File: src/design/u8s_pkg.sv
package u8s_pkg;

	localparam int UNIT_W          = 24;
	localparam int QUEUE_DEPTH_DEF = 4;

	localparam logic [UNIT_W-1:0] MAX_UNITS_RESET = '1;

	// Lead byte ranges of the strict UTF-8 rules.
	localparam logic [7:0] ASCII_MAX  = 8'h7F;
	localparam logic [7:0] LEAD2_MIN  = 8'hC2;
	localparam logic [7:0] LEAD2_MAX  = 8'hDF;
	localparam logic [7:0] LEAD3_MIN  = 8'hE0;
	localparam logic [7:0] LEAD3_MAX  = 8'hEF;
	localparam logic [7:0] LEAD4_MIN  = 8'hF0;
	localparam logic [7:0] LEAD4_MAX  = 8'hF4;
	localparam logic [7:0] LEAD_SURR  = 8'hED;
	localparam logic [7:0] SEC_E0_MIN = 8'hA0;
	localparam logic [7:0] SEC_ED_LIM = 8'hA0;
	localparam logic [7:0] SEC_F0_MIN = 8'h90;
	localparam logic [7:0] SEC_F4_LIM = 8'h90;
	localparam logic [7:0] CONT_MASK  = 8'hC0;
	localparam logic [7:0] CONT_TAG   = 8'h80;

	// U+FFFD as UTF-8; element 0 goes out first.
	localparam logic [2:0][7:0] REPL_SEQ = {8'hBD, 8'hBF, 8'hEF};

	typedef struct packed {
		logic [7:0] in_byte;
		logic       last_byte;
	} in_t;

	typedef struct packed {
		logic [7:0]        out_byte;
		logic              byte_present;
		logic              end_of_text;
		logic              was_truncated;
		logic [UNIT_W-1:0] units_used;
	} out_t;

	// One character found by the front end.
	typedef struct packed {
		logic       rep;
		logic [1:0] pos;
		logic [2:0] len;
	} char_t;

	// Everything the back end needs for one accepted byte.
	typedef struct packed {
		logic [3:0][7:0] bytes;
		char_t [3:0]     chars;
		logic [2:0]      nchar;
		logic            closing;
	} entry_t;

	function automatic logic is_cont(input logic [7:0] b);
		return (b & CONT_MASK) == CONT_TAG;
	endfunction

	function automatic logic [2:0] lead_len(input logic [7:0] b);
		logic [2:0] l;
		l = 3'd0;
		if (b <= ASCII_MAX) begin
			l = 3'd1;
		end else if (b >= LEAD2_MIN && b <= LEAD2_MAX) begin
			l = 3'd2;
		end else if (b >= LEAD3_MIN && b <= LEAD3_MAX) begin
			l = 3'd3;
		end else if (b >= LEAD4_MIN && b <= LEAD4_MAX) begin
			l = 3'd4;
		end
		return l;
	endfunction

	function automatic logic second_ok(input logic [7:0] lead, input logic [7:0] s);
		return is_cont(s)
			&& !(lead == LEAD3_MIN && s < SEC_E0_MIN)
			&& !(lead == LEAD_SURR && s >= SEC_ED_LIM)
			&& !(lead == LEAD4_MIN && s < SEC_F0_MIN)
			&& !(lead == LEAD4_MAX && s >= SEC_F4_LIM);
	endfunction

endpackage

File: src/design/u8s_front.sv
module u8s_front import u8s_pkg::*; (
	input  logic   clk,
	input  logic   arst_n,
	input  logic   in_valid,
	input  in_t    in_data,
	output logic   in_stall,
	input  logic   q_full,
	output logic   push,
	output entry_t push_entry
);

	logic [2:0][7:0] held_q;
	logic [1:0]      held_cnt_q;

	logic [3:0][7:0] bufv;
	logic [2:0]      n_w;
	char_t [3:0]     chars_w;
	logic [2:0]      nch_w;
	logic [1:0]      hold_cnt_w;
	logic [2:0][7:0] hold_w;
	logic            accept;

	assign in_stall = q_full;
	assign accept   = in_valid && !q_full;

	// Held bytes followed by the new byte; entries past the end are never read.
	always_comb begin
		bufv[0] = (held_cnt_q == 2'd0) ? in_data.in_byte : held_q[0];
		bufv[1] = (held_cnt_q == 2'd1) ? in_data.in_byte : held_q[1];
		bufv[2] = (held_cnt_q == 2'd2) ? in_data.in_byte : held_q[2];
		bufv[3] = in_data.in_byte;
		n_w     = {1'b0, held_cnt_q} + 3'd1;
	end

	// Split the buffer into characters, at most four, or hold an open prefix.
	always_comb begin
		logic [2:0] pos;
		logic [2:0] ln;
		logic [2:0] avail;
		logic [2:0] lim;
		logic       bad;
		logic       stop;
		logic [1:0] idx;
		pos        = 3'd0;
		ln         = 3'd0;
		avail      = 3'd0;
		lim        = 3'd0;
		bad        = 1'b0;
		idx        = 2'd0;
		stop       = 1'b0;
		nch_w      = 3'd0;
		chars_w    = '0;
		hold_cnt_w = 2'd0;
		hold_w     = held_q;
		for (int k = 0; k < 4; k++) begin
			if (!stop && pos < n_w) begin
				ln    = lead_len(bufv[pos[1:0]]);
				avail = n_w - pos;
				lim   = (avail < ln) ? avail : ln;
				bad   = (ln == 3'd0);
				for (int i = 1; i < 4; i++) begin
					idx = pos[1:0] + 2'(i);
					if (!bad && 3'(i) < lim) begin
						if (i == 1) begin
							bad = !second_ok(bufv[pos[1:0]], bufv[idx]);
						end else begin
							bad = !is_cont(bufv[idx]);
						end
					end
				end
				if (!bad && avail >= ln) begin
					chars_w[nch_w[1:0]].rep = (ln == 3'd1) && (bufv[pos[1:0]] == 8'h00);
					chars_w[nch_w[1:0]].pos = pos[1:0];
					chars_w[nch_w[1:0]].len = ln;
					nch_w = nch_w + 3'd1;
					pos   = pos + ln;
				end else if (!bad && !in_data.last_byte) begin
					hold_cnt_w = avail[1:0];
					for (int j = 0; j < 3; j++) begin
						if (3'(j) < avail) begin
							hold_w[j] = bufv[pos[1:0] + 2'(j)];
						end
					end
					stop = 1'b1;
				end else begin
					chars_w[nch_w[1:0]].rep = 1'b1;
					chars_w[nch_w[1:0]].pos = pos[1:0];
					chars_w[nch_w[1:0]].len = 3'd1;
					nch_w = nch_w + 3'd1;
					pos   = pos + 3'd1;
				end
			end
		end
	end

	assign push               = accept && (nch_w != 3'd0 || in_data.last_byte);
	assign push_entry.bytes   = bufv;
	assign push_entry.chars   = chars_w;
	assign push_entry.nchar   = nch_w;
	assign push_entry.closing = in_data.last_byte;

	always_ff @(posedge clk or negedge arst_n) begin
		if (!arst_n) begin
			held_cnt_q <= 2'd0;
		end else if (accept) begin
			held_cnt_q <= in_data.last_byte ? 2'd0 : hold_cnt_w;
		end
	end

	always_ff @(posedge clk) begin
		if (accept) begin
			held_q <= hold_w;
		end
	end

endmodule

File: src/design/u8s_queue.sv
module u8s_queue import u8s_pkg::*; #(
	parameter int DEPTH = QUEUE_DEPTH_DEF
) (
	input  logic   clk,
	input  logic   arst_n,
	input  logic   push,
	input  entry_t wr_entry,
	output logic   full,
	input  logic   pop,
	output entry_t rd_entry,
	output logic   not_empty
);

	localparam int PW = (DEPTH > 1) ? $clog2(DEPTH) : 1;
	localparam int CW = $clog2(DEPTH + 1);

	entry_t         mem_q [DEPTH];
	logic [PW-1:0]  wr_ptr_q;
	logic [PW-1:0]  rd_ptr_q;
	logic [CW-1:0]  count_q;

	assign full      = (count_q == CW'(DEPTH));
	assign not_empty = (count_q != '0);
	assign rd_entry  = mem_q[rd_ptr_q];

	always_ff @(posedge clk or negedge arst_n) begin
		if (!arst_n) begin
			wr_ptr_q <= '0;
			rd_ptr_q <= '0;
			count_q  <= '0;
		end else begin
			if (push) begin
				wr_ptr_q <= (wr_ptr_q == PW'(DEPTH - 1)) ? '0 : wr_ptr_q + PW'(1);
			end
			if (pop) begin
				rd_ptr_q <= (rd_ptr_q == PW'(DEPTH - 1)) ? '0 : rd_ptr_q + PW'(1);
			end
			if (push && !pop) begin
				count_q <= count_q + CW'(1);
			end else if (pop && !push) begin
				count_q <= count_q - CW'(1);
			end
		end
	end

	always_ff @(posedge clk) begin
		if (push) begin
			mem_q[wr_ptr_q] <= wr_entry;
		end
	end

`ifndef SYNTHESIS
	a_no_push_when_full: assert property (@(posedge clk) disable iff (!arst_n)
		!(push && full && !pop))
		else $error("entry pushed into a full queue");

	a_no_pop_when_empty: assert property (@(posedge clk) disable iff (!arst_n)
		pop |-> not_empty)
		else $error("entry popped from an empty queue");
`endif

endmodule

File: src/design/u8s_back.sv
module u8s_back import u8s_pkg::*; (
	input  logic              clk,
	input  logic              arst_n,
	input  entry_t            head,
	input  logic              head_valid,
	output logic              pop,
	input  logic [UNIT_W-1:0] max_units,
	output logic              out_valid,
	input  logic              out_stall,
	output out_t              out_data
);

	logic [1:0]        ci_q;
	logic [1:0]        bi_q;
	logic [UNIT_W-1:0] counter_q;
	logic              limit_q;
	logic              out_valid_q;
	out_t              out_data_q;

	char_t             cur;
	char_t             nxt;
	logic [1:0]        u_w;
	logic [1:0]        un_w;
	logic [2:0]        usum_w;
	logic [2:0]        olen_w;
	logic [UNIT_W:0]   sum1_w;
	logic [UNIT_W:0]   nsum_w;
	logic [UNIT_W-1:0] post_w;
	logic              adv;
	logic              go;
	logic              first;
	logic              lastb;
	logic              fits;
	logic              fail;
	logic              has_next;
	logic              next_fit;
	logic              beat_w;
	out_t              beat_data_w;
	logic [1:0]        ci_d;
	logic [1:0]        bi_d;
	logic [UNIT_W-1:0] cnt_d;
	logic              lim_d;

	assign adv = !out_valid_q || !out_stall;
	assign go  = head_valid && adv;

	always_comb begin
		cur      = head.chars[ci_q];
		nxt      = head.chars[ci_q + 2'd1];
		u_w      = (!cur.rep && cur.len == 3'd4) ? 2'd2 : 2'd1;
		un_w     = (!nxt.rep && nxt.len == 3'd4) ? 2'd2 : 2'd1;
		olen_w   = cur.rep ? 3'd3 : cur.len;
		first    = (bi_q == 2'd0);
		lastb    = ({1'b0, bi_q} == olen_w - 3'd1);
		has_next = ({1'b0, ci_q} + 3'd1) < head.nchar;
		usum_w   = first ? ({1'b0, u_w} + {1'b0, un_w}) : {1'b0, un_w};
		sum1_w   = {1'b0, counter_q} + (UNIT_W + 1)'(u_w);
		nsum_w   = {1'b0, counter_q} + (UNIT_W + 1)'(usum_w);
		fits     = !limit_q && (sum1_w <= {1'b0, max_units});
		fail     = first && !fits;
		next_fit = has_next && (nsum_w <= {1'b0, max_units});
		post_w   = first ? sum1_w[UNIT_W-1:0] : counter_q;
	end

	always_comb begin
		pop         = 1'b0;
		beat_w      = 1'b0;
		beat_data_w = '0;
		ci_d        = ci_q;
		bi_d        = bi_q;
		cnt_d       = counter_q;
		lim_d       = limit_q;
		if (go) begin
			if (fail) begin
				// The character does not fit, and nothing after it will either.
				pop  = 1'b1;
				ci_d = 2'd0;
				bi_d = 2'd0;
				if (head.closing) begin
					beat_w                    = 1'b1;
					beat_data_w.end_of_text   = 1'b1;
					beat_data_w.was_truncated = 1'b1;
					beat_data_w.units_used    = counter_q;
					cnt_d                     = '0;
					lim_d                     = 1'b0;
				end else begin
					lim_d = 1'b1;
				end
			end else begin
				beat_w                   = 1'b1;
				beat_data_w.out_byte     = cur.rep ? REPL_SEQ[bi_q] : head.bytes[cur.pos + bi_q];
				beat_data_w.byte_present = 1'b1;
				beat_data_w.units_used   = post_w;
				cnt_d                    = post_w;
				if (lastb) begin
					if (head.closing && !next_fit) begin
						beat_data_w.end_of_text   = 1'b1;
						beat_data_w.was_truncated = has_next;
						cnt_d = '0;
						lim_d = 1'b0;
						pop   = 1'b1;
						ci_d  = 2'd0;
						bi_d  = 2'd0;
					end else if (has_next) begin
						ci_d = ci_q + 2'd1;
						bi_d = 2'd0;
					end else begin
						pop  = 1'b1;
						ci_d = 2'd0;
						bi_d = 2'd0;
					end
				end else begin
					bi_d = bi_q + 2'd1;
				end
			end
		end
	end

	always_ff @(posedge clk or negedge arst_n) begin
		if (!arst_n) begin
			ci_q        <= 2'd0;
			bi_q        <= 2'd0;
			counter_q   <= '0;
			limit_q     <= 1'b0;
			out_valid_q <= 1'b0;
		end else begin
			ci_q      <= ci_d;
			bi_q      <= bi_d;
			counter_q <= cnt_d;
			limit_q   <= lim_d;
			if (adv) begin
				out_valid_q <= go && beat_w;
			end
		end
	end

	always_ff @(posedge clk) begin
		if (go && beat_w) begin
			out_data_q <= beat_data_w;
		end
	end

	assign out_valid = out_valid_q;
	assign out_data  = out_data_q;

`ifndef SYNTHESIS
	a_mid_char_not_limited: assert property (@(posedge clk) disable iff (!arst_n)
		(bi_q != 2'd0) |-> (!limit_q && head_valid))
		else $error("character interrupted by the unit limit");

	a_trunc_only_at_end: assert property (@(posedge clk) disable iff (!arst_n)
		(out_valid_q && out_data_q.was_truncated) |-> out_data_q.end_of_text)
		else $error("truncation flag outside the closing beat");

	a_bare_marker_ends: assert property (@(posedge clk) disable iff (!arst_n)
		(out_valid_q && !out_data_q.byte_present) |-> out_data_q.end_of_text)
		else $error("beat without a byte that does not close the text");
`endif

endmodule

File: src/design/utf8_sanitize_truncate_utf16.sv
// Strict UTF-8 sanitiser with a UTF-16 unit budget.
// Input channel: in_valid/in_stall carry one text byte per beat in in_data, with
// last_byte set on the final byte of a text. Output channel: out_valid/out_stall
// carry one output byte per beat in out_data; a closing beat has end_of_text set
// and, when no character from the closing byte fits the budget, byte_present is clear.
// cfg_we/cfg_data write max_units; the user must write it only while the block
// is idle, which the block itself does not enforce. Throughput: a byte is taken
// in every cycle while the internal queue has room. The back end sends one output
// beat per cycle while the receiver does not stall; a plain character gives its
// own bytes, a replacement character the three bytes of U+FFFD, and a character
// that fails the unit limit gives no byte. The output beat rate is the limit on
// sustained throughput. The first beat of a result is offered once the byte that
// completes it has passed through the queue and the output register.
// Reset: arst_n empties the queue, drops any partly received sequence, clears the
// unit counter and the limit flag, and sets max_units to its largest value.
// When the receiver stalls, the output register holds its beat and the queue
// fills; in_stall rises only once the queue is full.
module utf8_sanitize_truncate_utf16 import u8s_pkg::*; #(
	parameter int QUEUE_DEPTH = QUEUE_DEPTH_DEF
) (
	input  logic              clk,
	input  logic              arst_n,
	input  logic              in_valid,
	output logic              in_stall,
	input  in_t               in_data,
	output logic              out_valid,
	input  logic              out_stall,
	output out_t              out_data,
	input  logic              cfg_we,
	input  logic [UNIT_W-1:0] cfg_data
);

	logic [UNIT_W-1:0] max_units_q;
	logic              q_full;
	logic              q_push;
	logic              q_pop;
	logic              q_not_empty;
	entry_t            q_wr;
	entry_t            q_rd;

	// The single configuration register: the unit budget of one text.
	always_ff @(posedge clk or negedge arst_n) begin
		if (!arst_n) begin
			max_units_q <= MAX_UNITS_RESET;
		end else if (cfg_we) begin
			max_units_q <= cfg_data;
		end
	end

	// Front end: joins the held bytes with the new one and splits them into
	// characters, keeping an incomplete but so far valid sequence for later.
	u8s_front u_front (
		.clk        (clk),
		.arst_n     (arst_n),
		.in_valid   (in_valid),
		.in_data    (in_data),
		.in_stall   (in_stall),
		.q_full     (q_full),
		.push       (q_push),
		.push_entry (q_wr)
	);

	// Queue between the two halves, so that each can stall on its own.
	u8s_queue #(
		.DEPTH (QUEUE_DEPTH)
	) u_queue (
		.clk       (clk),
		.arst_n    (arst_n),
		.push      (q_push),
		.wr_entry  (q_wr),
		.full      (q_full),
		.pop       (q_pop),
		.rd_entry  (q_rd),
		.not_empty (q_not_empty)
	);

	// Back end: applies the unit budget character by character and sends the
	// bytes out one beat at a time through the output register.
	u8s_back u_back (
		.clk        (clk),
		.arst_n     (arst_n),
		.head       (q_rd),
		.head_valid (q_not_empty),
		.pop        (q_pop),
		.max_units  (max_units_q),
		.out_valid  (out_valid),
		.out_stall  (out_stall),
		.out_data   (out_data)
	);

endmodule
File: config.mk
export PLATFORM = sky130hd
export DESIGN_NAME = utf8_sanitize_truncate_utf16
export DESIGN_NICKNAME = d
export VERILOG_FILES = /design/src/design/u8s_pkg.sv /design/src/design/u8s_front.sv /design/src/design/u8s_queue.sv /design/src/design/u8s_back.sv /design/src/design/utf8_sanitize_truncate_utf16.sv
export SDC_FILE = /design/constraint.sdc
export NUM_CORES = 1
export LEC_CHECK = 0
export BUFFER_PORTS_ARGS = -buffer_cell sky130_fd_sc_hd__buf_2
export CORE_MARGIN = 1
export CORE_UTILIZATION = 40
export CTS_CLUSTER_DIAMETER = 100
export CTS_CLUSTER_SIZE = 24
export DETAILED_ROUTE_END_ITERATION = 10
export PLACE_DENSITY = 0.59
export SLEW_MARGIN = 40
export SYNTH_ARGS = -nofsm -noshare
export SYNTH_HDL_FRONTEND = slang
export SYNTH_SLANG_ARGS = --single-unit
File: constraint.sdc
create_clock -name clk -period 18.1 [get_ports clk]
set_input_delay 3.62 -clock clk [delete_from_list [all_inputs] [get_ports clk]]
set_output_delay 3.62 -clock clk [all_outputs]
set_load 0.05 [all_outputs]
# Word level (Yosys, flattened, before mapping)
# Memories as Yosys holds them, arrays and structs flattened.
# Cells that the tools add are included.
# W data, S select, Z words.
# totals
in_bits	38
romBits	0
ff_bits	122
latch_bits	0
mem_bits_rw	240
mem_count	1
# mem_list
name	depth	word_bits	rd	rd_clocked_by_memory_dff	wr	line	text
u_queue.mem_q	4	60	1	0	1	u8s_queue.sv:17	entry_t mem_q [DEPTH];
# classes
n_shift	0
reduce_logical	165
n_div	0
n_lt_le_gt_ge	104
bitwise_logic	1
eq_ne	41
mul	0
mux	235
n_addsub	32
# op_table
cell	n
$mux W24	26
$bwmux W24	18
$mux W8	29
$bmux W8 S2	14
$ge A8 B8 Y1 const B	20
$mux W3	50
$eq A8 B8 Y1 const B	16
$demux W6 S2	9
$le A8 B8 Y1 const B	12
$logic_and A1 B1 Y1	86
$lt A8 B8 Y1 const B	8
$logic_not A1 Y1	58
$lt A2 B3 Y1 const B	19
$mux W26	2
$le A25 B24 Y1	2
$mux W2	25
$mux W1	49
$mux W6	8
$lt A1 B3 Y1 const A	12
$lt A2 B3 Y1 const A	12
$le A8 B7 Y1 const B	4
$logic_not A8 Y1	4
$eq A2 B2 Y1 const B	15
$add A24 B2 Y25	1
other kinds (29)	79

# Longest topological paths before layout
# Gate-level depths: netlist of the first run.
# logic_depth
depth_word	119
mapped_depth	73
ltp_nobuf	63

# Hierarchy
# A second synthesis of the first run with hierarchy kept.
# unflattened
cells_unflattened	2288
hier_area_um2	24720.0
# modules_own_cells
module	area_each_um2	instances	seq_area_each_um2	cells_each
u8s_queue	9141.3	1	7382.1	351
u8s_front	8453.1	1	770.7	1195
u8s_back	6098.3	1	1801.7	691
utf8_sanitize_truncate_utf16	1027.2	1	630.6	51

# Worst setup path after synthesis of the first run
# OpenSTA, ideal clock, no wires.
# synth_path
kind	input to register
startpoint	input in_data[2] (netlist bit)
endpoint	memory u_queue.mem_q[0][0] (netlist bit) (enable)
arrival_ns	18.242
path_slack_ns	-0.566
setup_ns	0.424
stages	59
path_cell_list	mux2i_1 > nand3_1 > a211oi_1 > inv_1 > ha_1 > dlygate4sd2_1 > o211a_1 > a21boi_1 > a311o_4 > o41ai_4 > inv_4 > buf_6 > clkbuf_1 > ha_1 > clkinv_1 > o211ai_1 > o22ai_1 > or4b_1 > (+23 left out) > inv_2 > buf_12 > buf_8 > buf_2 > buf_1 > ha_1 > inv_1 > fa_1 > ha_1 > a21o_1 > a21oi_1 > inv_1 > or3_1 > o311a_1 > nor3_1 > a21bo_2 > mux2i_1 > and2_1
# synth_via
elab_chain_cells	116
# synth_lines
element	line	text
start: declaration	utf8_sanitize_truncate_utf16.sv:25	input in_t in_data,
$mux W8	u8s_front.sv:28	bufv[0] = (held_cnt_q == 2'd0) ? in_data.in_byte : held_q[0];
$ge A8 B8 Y1 or $le A8 B8 Y1 (tied branches)	u8s_pkg.sv:68	end else if (b >= LEAD4_MIN && b <= LEAD4_MAX) begin
$logic_and A1 B1 Y1	u8s_pkg.sv:68	
$mux W3	u8s_pkg.sv:68	
$mux W3	u8s_pkg.sv:66	end else if (b >= LEAD3_MIN && b <= LEAD3_MAX) begin
$mux W3	u8s_pkg.sv:64	end else if (b >= LEAD2_MIN && b <= LEAD2_MAX) begin
$mux W3	u8s_pkg.sv:62	if (b <= ASCII_MAX) begin
$mux W3	u8s_front.sv:56	if (!stop && pos < n_w) begin
(+101 left out)	-	
$mux W3	u8s_front.sv:71	if (!bad && avail >= ln) begin
$mux W3 *	u8s_front.sv:56	
$reduce_bool A3 Y1 *	u8s_front.sv:96	assign push = accept && (nch_w != 3'd0 || in_data.last_byte);
$logic_or A1 B1 Y1 *	u8s_front.sv:96	
$logic_and A1 B1 Y1 *	u8s_front.sv:96	
via q_push	utf8_sanitize_truncate_utf16.sv:35	logic q_push;
$mux W1 *	u8s_queue.sv:47	if (push) begin
$mux W1 (not written as such) *	u8s_queue.sv:48	mem_q[wr_ptr_q] <= wr_entry;
end: declaration	u8s_queue.sv:17	
# The timed path passes the listed nets; every way through them passes the cells marked *. The select of a mux whose other input is x is not followed.

# Worst setup path in the final report of the first run
# layout_path
startpoint	input in_data[8] (netlist bit)
endpoint	register u_queue.count_q[2]
# layout_via
elab_chain_cells	117
# layout_lines
element	line	text
$mux W8	u8s_front.sv:28	
$ge A8 B8 Y1 or $le A8 B8 Y1 (tied branches)	u8s_pkg.sv:68	
$logic_and A1 B1 Y1	u8s_pkg.sv:68	
$mux W3	u8s_pkg.sv:68	
$mux W3	u8s_pkg.sv:66	
$mux W3	u8s_pkg.sv:64	
$mux W3	u8s_pkg.sv:62	
$mux W3	u8s_front.sv:56	
(+102 left out)	-	
$mux W3 *	u8s_front.sv:56	
$reduce_bool A3 Y1 *	u8s_front.sv:96	
$logic_or A1 B1 Y1 *	u8s_front.sv:96	
$logic_and A1 B1 Y1 *	u8s_front.sv:96	
via q_push	utf8_sanitize_truncate_utf16.sv:35	
$logic_not A1 Y1	u8s_queue.sv:40	end else if (pop && !push) begin
$logic_and A1 B1 Y1	u8s_queue.sv:40	
$reduce_bool A2 Y1 (no line)	-	
end signal: assignment	u8s_queue.sv:39	count_q <= count_q + CW'(1);
end signal: assignment	u8s_queue.sv:41	count_q <= count_q - CW'(1);
end: declaration	u8s_queue.sv:20	logic [CW-1:0] count_q;
# Marks and branches as above.
# A chain may end at the register's enable or synchronous reset.

==> flow_summary.html, run 1 <==
<table>
<tr><th>Metric</th><th>Value</th></tr>
<tr><th colspan="2">Synth</th></tr>
<tr><td>Number of distinct library cells after synthesis</td><td>116</td></tr>
<tr><td>Netlist area before placement</td><td>23700 µm²</td></tr>
<tr><td>Synthesized-area fraction occupied by xor and xnor cells</td><td>2.33%</td></tr>
<tr><td>Post-synthesis share of cell area spent on full adders, half adders and majority gates</td><td>6.29%</td></tr>
<tr><td>Commonest register cell after synthesis</td><td>sky130_fd_sc_hd__edfxtp_1</td></tr>
<tr><td>Async set-or-reset flop fraction in the synthesized netlist</td><td>17.4%</td></tr>
<tr><td>Syn Nets</td><td>2248</td></tr>
<tr><td>Mean post-synth cell area</td><td>11.3 µm²</td></tr>
<tr><td>Number of flops mapped to enable cells by yosys</td><td>299</td></tr>
<tr><td>Portion of the post-synthesis area used by sequential elements</td><td>44.6%</td></tr>
<tr><td>Share of synthesized cell area in and, or, nand and nor gates</td><td>11.3%</td></tr>
<tr><td>Share of the synthesized area in the top cell type</td><td>37.9%</td></tr>
<tr><td>Post-synthesis cell type with the largest combined area</td><td>sky130_fd_sc_hd__edfxtp_1</td></tr>
<tr><td>Gate Count Post-Synth</td><td>2095</td></tr>
<tr><td>Top cells by area in the synthesized netlist</td><td>sky130_fd_sc_hd__edfxtp_1 38%, sky130_fd_sc_hd__mux4_2 8.4%, sky130_fd_sc_hd__ha_1 5.7%</td></tr>
<tr><td>Number of synthesized register bits</td><td>362</td></tr>
<tr><td>Largest family of logic cells by synthesized area</td><td>multiplexers</td></tr>
<tr><td>Total of warnings raised by yosys</td><td>0</td></tr>
<tr><td>Multiplexer share of the synthesized area</td><td>15.7%</td></tr>
<tr><td>Synth Area in Compound Gates</td><td>15.2%</td></tr>
<tr><th colspan="2">Critical path</th></tr>
<tr><td>Cell type with the highest occurrence count on the critical path</td><td>sky130_fd_sc_hd__inv_1</td></tr>
<tr><td>Largest stage delay on the critical path</td><td>500 ps</td></tr>
<tr><td>Slowest CP cell</td><td>sky130_fd_sc_hd__a211o_4</td></tr>
<tr><td>Arrival time of the worst setup path</td><td>17680 ps</td></tr>
<tr><td>Critical Path Fanout Max</td><td>26</td></tr>
<tr><td>Critical path capture point type</td><td>flip-flop</td></tr>
<tr><td>Launch point of the critical path</td><td>in_data[8]</td></tr>
<tr><td>Reg-to-reg critical path startpoint</td><td>u_front.held_cnt_q[0]$_DFFE_PN0P_</td></tr>
<tr><td>Number of cell instances on the worst register-to-register path</td><td>65</td></tr>
<tr><td>Capture instance of the worst register-to-register path</td><td>u_queue.count_q[2]$_DFFE_PN0P_</td></tr>
<tr><td>Worst Path Required</td><td>18580 ps</td></tr>
<tr><td>Start-to-end type of the worst setup path</td><td>input port to flip-flop</td></tr>
<tr><td>Critical Path Source Type</td><td>input port</td></tr>
<tr><td>Slack of the worst reg-to-reg path</td><td>2440 ps</td></tr>
<tr><th colspan="2">Place</th></tr>
<tr><td>GPL Wtd Cong</td><td>0.977</td></tr>
<tr><td>Post-DP HPWL</td><td>56800 µm</td></tr>
<tr><td>Placed cell count</td><td>2917</td></tr>
<tr><td>Number of I/O port buffers</td><td>74</td></tr>
<tr><th colspan="2">Timing</th></tr>
<tr><td>Pins Over Slew Limit</td><td>0</td></tr>
<tr><td>Achievable frequency</td><td>0.0581 GHz</td></tr>
<tr><td>Total count of hold-check failures in the final report</td><td>0</td></tr>
<tr><td>Final worst-path cycle share</td><td>95.0%</td></tr>
<tr><td>Count of endpoints failing setup in the final report</td><td>0</td></tr>
<tr><td>Final critical path time including I/O delays and setup</td><td>17200 ps</td></tr>
<tr><td>Transition time at the pin with the least slew margin</td><td>896 ps</td></tr>
<tr><td>Worst slew margin relative to its limit</td><td>39.9%</td></tr>
<tr><td>Final setup skew</td><td>22.2 ps</td></tr>
<tr><td>Final sum of negative setup slack</td><td>0 ps</td></tr>
<tr><td>Setup repair after global routing missed its margin</td><td>no</td></tr>
<tr><th colspan="2">Layout</th></tr>
<tr><td>Highest-count cells in the layout ignoring fill and taps</td><td>299 x sky130_fd_sc_hd__edfxtp_1, 184 x sky130_fd_sc_hd__nand2_1, 164 x sky130_fd_sc_hd__nor2_1</td></tr>
<tr><td>Layout Area Growth over Synthesis</td><td>10.1%</td></tr>
<tr><td>Share of cells above drive strength 1</td><td>20.1%</td></tr>
<tr><td>Net total in the final layout</td><td>2328</td></tr>
<tr><td>End-of-flow core utilization</td><td>44.9%</td></tr>
<tr><td>Antenna cells</td><td>0</td></tr>
<tr><td>Commonest non-fill, non-tap cell in the layout</td><td>sky130_fd_sc_hd__edfxtp_1</td></tr>
<tr><td>Layout Cells excl Fill</td><td>2951</td></tr>
<tr><th colspan="2">Flow run</th></tr>
<tr><td>Max Cap Violations</td><td>0</td></tr>
<tr><th colspan="2">Worst hold path</th></tr>
<tr><td>Min-Delay Path Depth</td><td>1</td></tr>
<tr><td>Class of the tightest hold or removal check</td><td>flip-flop to flip-flop</td></tr>
<tr><td>Worst Hold End</td><td>u_queue.count_q[2]$_DFFE_PN0P_</td></tr>
<tr><td>Origin of the worst min-delay path</td><td>u_queue.count_q[2]$_DFFE_PN0P_</td></tr>
<tr><th colspan="2">Drt</th></tr>
<tr><td>Number of antenna-violating nets in the routed design</td><td>0</td></tr>
<tr><td>DRT Pass-1 Iters</td><td>7</td></tr>
<tr><td>Routed vias</td><td>18020</td></tr>
<tr><td>Detailed-route wire length</td><td>75400 µm</td></tr>
<tr><td>Wirelength per Cell</td><td>25.6 µm</td></tr>
<tr><td># DRC</td><td>0</td></tr>
<tr><td>Post-DR vias/cell</td><td>6.11</td></tr>
<tr><td>Number of violations reported at the end of detailed-routing iteration 0</td><td>1656</td></tr>
<tr><th colspan="2">Global routing</th></tr>
<tr><td>Via count of the first global-routing pass</td><td>17788</td></tr>
<tr><td>Gr usage total</td><td>25.0%</td></tr>
<tr><td>Pin count of the biggest net entering global routing</td><td>64</td></tr>
<tr><td>Aggregate global routing overflow</td><td>0</td></tr>
<tr><td>First-pass GRT wire length</td><td>114000 µm</td></tr>
<tr><td>Number of antenna violations at the first check in global routing</td><td>1</td></tr>
<tr><th colspan="2">CTS</th></tr>
<tr><td>Number of buffers created by CTS</td><td>21</td></tr>
<tr><td>Clock latency on the worst-skew pair</td><td>560 ps</td></tr>
<tr><td>Register clock-pin slew on the reported worst setup and hold paths</td><td>100 ps</td></tr>
<tr><td>Clk sinks</td><td>362</td></tr>
<tr><td>Depth of the CTS H-tree</td><td>1</td></tr>
<tr><td>Number of buffers added to fix hold violations after cts</td><td>0</td></tr>
<tr><td>CTS tree</td><td>done</td></tr>
<tr><td>Buffers from clock root to sink, at most</td><td>3</td></tr>
<tr><td>Clock root buffer master</td><td>sky130_fd_sc_hd__clkbuf_16</td></tr>
<tr><th colspan="2">Die</th></tr>
<tr><td>Area of the core</td><td>58100 µm²</td></tr>
<tr><td>Total number of placement rows</td><td>88</td></tr>
<tr><td>Horizontal die dimension</td><td>246 µm</td></tr>
<tr><td>Total die area</td><td>60300 µm²</td></tr>
<tr><td>Initial Utilization</td><td>40.8%</td></tr>
<tr><td>Number of top-level pins</td><td>75</td></tr>
<tr><td>Height of the die</td><td>246 µm</td></tr>
<tr><th colspan="2">Outcome</th></tr>
<tr><td>Result of the run</td><td>complete, no violations</td></tr>
</table>
-- synthesized netlist by cell type, drive strengths merged (24+ instances only) --
| cell | n |
|---|---|
| nor2 | 167 |
| nand2b | 26 |
| and2 | 24 |
| a22o | 36 |
| mux4 | 88 |
| o211ai | 32 |
| inv | 99 |
| clkbuf | 74 |
| nand2 | 184 |
| ha | 108 |
| mux2i | 121 |
| edfxtp | 299 |
| buf | 50 |
| dfstp | 24 |
| xnor2 | 31 |
| dfrtp | 39 |
| a21oi | 95 |
| mux2 | 41 |
| nand4 | 26 |
| xor2 | 32 |
| a211oi | 29 |
| nor3 | 31 |
| o21ai | 128 |
| nand3 | 28 |
-- logic make-up after synthesis --
logic type,Yosys count
flops,362
xor+xnor,63
compound gates,509
simple gates,568
mux,250
buf+inv,228
fa+ha+maj,115
-- what timing repair did --
action	CTS	global route
endpoints found under the setup margin	0	367
setup buffers	0	0
hold endpoints to repair	0	0
resized for setup	0	12
-- stage by stage --
step           hold slack, ps  setup WS [ps]  area, µm²
3_5_place_dp              486           19.7      25400
3_3_place_gp              478            358      25300
6_report                  494            898      26100
2_1_floorplan             457           71.6      23700
4_1_cts                   502            552      26000
5_1_grt                   525           12.7      26100
-- worst max path at each step --
stage / to / slack [ps]
after floorplan: u_queue.mem_q[0][0]$_DFFE_PP_ / 70
after global placement: u_queue.count_q[2]$_DFFE_PN0P_ / 360
after detailed placement: u_queue.count_q[2]$_DFFE_PN0P_ / 20
after CTS: u_queue.count_q[2]$_DFFE_PN0P_ / 550
after global routing: u_queue.count_q[2]$_DFFE_PN0P_ / 10
final: u_queue.count_q[2]$_DFFE_PN0P_ / 900
-- critical path: cells and delay by family --
family / cells / cell delay, ps
AOI/OAI and AO/OA: 23 / 5820
xor gates and xnor gates: 2 / 320
adders and majority gates: 6 / 1750
buffers and inverters: 12 / 2180
muxes: 5 / 1180
and+or+nand+nor: 16 / 2720
-- state kept, by name (all words and copies together) (netlist names) --
signal              cells
u_back.limit_q          1
u_front.held_cnt_q      2
u_back.out_data        35
u_queue.rd_ptr_q        2
u_back.bi_q             2
u_queue.wr_ptr_q        2
u_queue.count_q         3
u_back.ci_q             2
u_back.counter_q       24
u_back.out_valid        1
u_queue.mem_q         240
max_units_q            24
u_front.held_q         24
-- per-layer routing --
metal | track usage, % | up-vias | wire length [µm] | part of all wire [%]
met5 | 0 | - | 13 | 0.017
met4 | 6.38 | 2 | 1950 | 2.6
met3 | 3.33 | 112 | 5480 | 7.3
met2 | 39.2 | 708 | 33900 | 45
met1 | 36.2 | 9059 | 34100 | 45
li1 | - | 8139 | - | -
-- layout make-up --
type | instances | area [µm²]
repair buffers | 183 | 1320
clock buffers | 29 | 556
flip-flops and latches | 362 | 10600
well taps | 765 | 957
multi-input cells | 1505 | 12200
clock inverters | 5 | 86.3
fillers | 5383 | 32000
inverters | 102 | 394
Power of run 1 is not shown: default switching activity piles up to over one toggle a cycle in this logic, so the estimate is an artifact.
==> inputs of run 2 (changes only) <==
clock period = 16.1 ns   (was 18.1 ns; I/O delays follow)
==> run 2 against run 1 <==
Effect of this change:
- via count up 2.7%
- non-clock buffer count up 151
- setup slack worse by 310 ps
- sequential share of layout area down 1.9 points
- worst hold slack better by 26 ps
- core utilization up 2.2 points
- largest cell class unchanged
==> flow_summary.html, run 2 (synthesized netlist as in run 1, its figures left out) <==
<table>
<tr><th>Metric</th><th>Value</th></tr>
<tr><th colspan="2">Layout</th></tr>
<tr><td>Net total in the final layout</td><td>2478 (+6.4%)</td></tr>
<tr><td>Share of cells above drive strength 1</td><td>25.9% (+5.8 points)</td></tr>
<tr><td>Number of filler cells placed in the layout</td><td>5302 (-1.5%)</td></tr>
<tr><td>Fin area</td><td>27400 µm² (+5.0%)</td></tr>
<tr><td>Sequential Area</td><td>10600 µm² (unchanged)</td></tr>
<tr><td>Layout Area Growth over Synthesis</td><td>15.6%</td></tr>
<tr><td>Commonest non-fill, non-tap cell in the layout</td><td>sky130_fd_sc_hd__edfxtp_1</td></tr>
<tr><td>End-of-flow core utilization</td><td>47.2% (+2.2 points)</td></tr>
<tr><td>Antenna cells</td><td>0 (unchanged)</td></tr>
<tr><td>Register bank with the most flops</td><td>u_queue.mem_q</td></tr>
<tr><td>Multi-input gate area in the final layout</td><td>12400 µm² (+1.3%)</td></tr>
<tr><td>Highest-count cells in the layout ignoring fill and taps</td><td>299 x sky130_fd_sc_hd__edfxtp_1, 245 x sky130_fd_sc_hd__buf_4, 184 x sky130_fd_sc_hd__nand2_1</td></tr>
<tr><td>Max reg flops</td><td>240 (unchanged)</td></tr>
<tr><td>Layout Cells excl Fill</td><td>3104 (+5.2%)</td></tr>
<tr><th colspan="2">Die</th></tr>
<tr><td>Height of the die</td><td>246 µm (unchanged)</td></tr>
<tr><td>Total number of placement rows</td><td>88 (unchanged)</td></tr>
<tr><td>Horizontal die dimension</td><td>246 µm (unchanged)</td></tr>
<tr><td>Area of the core</td><td>58100 µm² (unchanged)</td></tr>
<tr><td>Initial Utilization</td><td>40.8% (unchanged)</td></tr>
<tr><td>Number of top-level pins</td><td>75 (unchanged)</td></tr>
<tr><td>Total die area</td><td>60300 µm² (unchanged)</td></tr>
<tr><th colspan="2">CTS</th></tr>
<tr><td>Number of buffers added to fix hold violations after cts</td><td>0 (unchanged)</td></tr>
<tr><td>Number of buffers created by CTS</td><td>20 (-4.8%)</td></tr>
<tr><td>Buffers from clock root to sink, at most</td><td>3 (unchanged)</td></tr>
<tr><td>CTS tree</td><td>done</td></tr>
<tr><td>Register clock-pin slew on the reported worst setup and hold paths</td><td>100 ps (about the same)</td></tr>
<tr><td>Clock latency on the worst-skew pair</td><td>550 ps (about the same)</td></tr>
<tr><td>Clock root buffer master</td><td>sky130_fd_sc_hd__clkbuf_16</td></tr>
<tr><td>Depth of the CTS H-tree</td><td>1 (unchanged)</td></tr>
<tr><td>Clk sinks</td><td>362 (unchanged)</td></tr>
<tr><th colspan="2">Worst hold path</th></tr>
<tr><td>Class of the tightest hold or removal check</td><td>flip-flop to flip-flop</td></tr>
<tr><th colspan="2">Global routing</th></tr>
<tr><td>Number of antenna violations at the first check in global routing</td><td>1 (unchanged)</td></tr>
<tr><td>Aggregate global routing overflow</td><td>0 (unchanged)</td></tr>
<tr><td>First-pass GRT wire length</td><td>117000 µm (+3.0%)</td></tr>
<tr><td>Pin count of the biggest net entering global routing</td><td>64 (unchanged)</td></tr>
<tr><td>Via count of the first global-routing pass</td><td>18140 (+2.0%)</td></tr>
<tr><td>Gr usage total</td><td>26.0% (+1.0 points)</td></tr>
<tr><th colspan="2">Timing</th></tr>
<tr><td>Pins Over Slew Limit</td><td>0 (unchanged)</td></tr>
<tr><td>Final setup skew</td><td>22.5 ps (+0.307 ps)</td></tr>
<tr><td>Total count of hold-check failures in the final report</td><td>0 (unchanged)</td></tr>
<tr><td>Final critical path time including I/O delays and setup</td><td>15510 ps</td></tr>
<tr><td>Count of endpoints failing setup in the final report</td><td>0 (unchanged)</td></tr>
<tr><td>Achievable frequency</td><td>0.0645 GHz</td></tr>
<tr><td>Final worst-path cycle share</td><td>96.3%</td></tr>
<tr><td>Worst slew margin relative to its limit</td><td>47.9% (+8.1 points)</td></tr>
<tr><td>Transition time at the pin with the least slew margin</td><td>781 ps (-115 ps)</td></tr>
<tr><th colspan="2">Drt</th></tr>
<tr><td>DRT Pass-1 Iters</td><td>6 (-1)</td></tr>
<tr><td>Detailed-route wire length</td><td>78700 µm (+4.3%)</td></tr>
<tr><td>Met3 Routed Length</td><td>6500 µm (+19%)</td></tr>
<tr><td>Number of antenna-violating nets in the routed design</td><td>0 (unchanged)</td></tr>
<tr><td>Routed vias</td><td>18511 (+2.7%)</td></tr>
<tr><td>Highest Signal Layer</td><td>met5</td></tr>
<tr><td>Met2 layer wire length in the routed design</td><td>35500 µm (+4.5%)</td></tr>
<tr><td>Number of violations reported at the end of detailed-routing iteration 0</td><td>1826 (+10%)</td></tr>
<tr><td># DRC</td><td>0 (unchanged)</td></tr>
<tr><td>Post-DR vias/cell</td><td>5.96 (-2.3%)</td></tr>
<tr><td>Wirelength per Cell</td><td>25.3 µm (-0.87%)</td></tr>
<tr><td>Met1 layer wirelength in the final routing</td><td>34800 µm (+2.0%)</td></tr>
<tr><th colspan="2">Place</th></tr>
<tr><td>Number of I/O port buffers</td><td>74 (unchanged)</td></tr>
<tr><td>DP Area</td><td>26700 µm² (+5.0%)</td></tr>
<tr><td>Placed cell count</td><td>3065 (+5.1%)</td></tr>
<tr><td>Post-DP HPWL</td><td>60400 µm (+6.5%)</td></tr>
<tr><td>GPL Wtd Cong</td><td>0.945 (-3.2%)</td></tr>
<tr><th colspan="2">Critical path</th></tr>
<tr><td>Critical path capture point type</td><td>flip-flop</td></tr>
<tr><td>Critical Path Fanout Max</td><td>13 (-50%)</td></tr>
<tr><td>Start-to-end type of the worst setup path</td><td>input port to flip-flop</td></tr>
<tr><td>Largest stage delay on the critical path</td><td>620 ps (+120 ps)</td></tr>
<tr><td>Worst Path Required</td><td>16580 ps (-2000 ps)</td></tr>
<tr><td>Cell type with the highest occurrence count on the critical path</td><td>sky130_fd_sc_hd__o21ai_0</td></tr>
<tr><td>Arrival time of the worst setup path</td><td>15990 ps (-1690 ps)</td></tr>
<tr><td>Critical Path Source Type</td><td>input port</td></tr>
<tr><td>Slowest CP cell</td><td>sky130_fd_sc_hd__ha_1</td></tr>
<tr><th colspan="2">Flow run</th></tr>
<tr><td>Max Cap Violations</td><td>0 (unchanged)</td></tr>
<tr><th colspan="2">Outcome</th></tr>
<tr><td>Result of the run</td><td>complete, no violations</td></tr>
</table>
## run 2: changes by cell type in the layout (fill, tap and decap cells not counted), moves of 3 or more
cell and change:
sky130_fd_sc_hd__and2_4 +4, sky130_fd_sc_hd__and2_2 -4, sky130_fd_sc_hd__mux2i_1 -4, sky130_fd_sc_hd__buf_4 +147, sky130_fd_sc_hd__a2111oi_2 -3, sky130_fd_sc_hd__a2111oi_0 +4, sky130_fd_sc_hd__nor3_2 +3, sky130_fd_sc_hd__mux2i_4 +5
sky130_fd_sc_hd__nor3_1 -3, sky130_fd_sc_hd__ha_1 -3, sky130_fd_sc_hd__clkbuf_1 +4
## run 2: metrics by stage
stage / TNS [ps] / hold WS (ps) / setup WS [ps]
after floorplan: 0 / 457 / 28.5
after global placement: 0 / 501 / 18.1
after detailed placement: -237 / 512 / -75.8
after CTS: 0 / 535 / 420
after global routing: -7.83 / 573 / -3.95
final: 0 / 521 / 590
## run 2: critical path, delay by kind of cell
family / cells / cell delay, ps
AOI/OAI and AO/OA: 22 / 5080
adders and majority gates: 6 / 2140
and+or+nand+nor: 13 / 2090
buffers and inverters: 14 / 1840
muxes: 4 / 1260
xor gates and xnor gates: 2 / 320
## run 2: path summary, 6_finish.rpt
kind	start	to	slack, ps	depth (start not counted)
setup / recovery	in_data[4]	u_queue.count_q[2]$_DFFE_PN0P_	590	61
hold / removal	u_back.out_valid$_DFFE_PN0N_	u_back.out_valid$_DFFE_PN0N_	520	2
setup reg to reg	u_front.held_cnt_q[0]$_DFFE_PN0P_	u_queue.count_q[2]$_DFFE_PN0P_	1760	63
hold reg to reg	u_back.out_valid$_DFFE_PN0N_	u_back.out_valid$_DFFE_PN0N_	520	2
max in group asynchronous	arst_n	u_queue.rd_ptr_q[0]$_DFFE_PN0P_	12890	1
min in group asynchronous	arst_n	u_back.counter_q[15]$_DFFE_PN0P_	2670	1
## run 2: what timing repair did
| action | 4_1_cts | 5_1_grt |
|---|---|---|
| resized for setup | 0 | 16 |
| hold endpoints to repair | 0 | 0 |
| setup buffers | 0 | 3 |
| endpoints found under the setup margin | 0 | 367 |
## run 2: area by class of cell
type,instances,area share (%)
clock buffer,33,2.08
multi-input combinational,1505,45.1
timing repair buffer,334,9.05
inverter,102,1.43
tap,765,3.49
sequential,362,38.6
clock inverter,3,0.187
## run 2: layer usage
layer  up-vias  GRT usage, %
met5         -             0
met4         2          6.34
met3       124          5.49
met2       782          41.1
met1      9151          36.3
li1       8452             -
Power of run 2 is left out for the same reason.
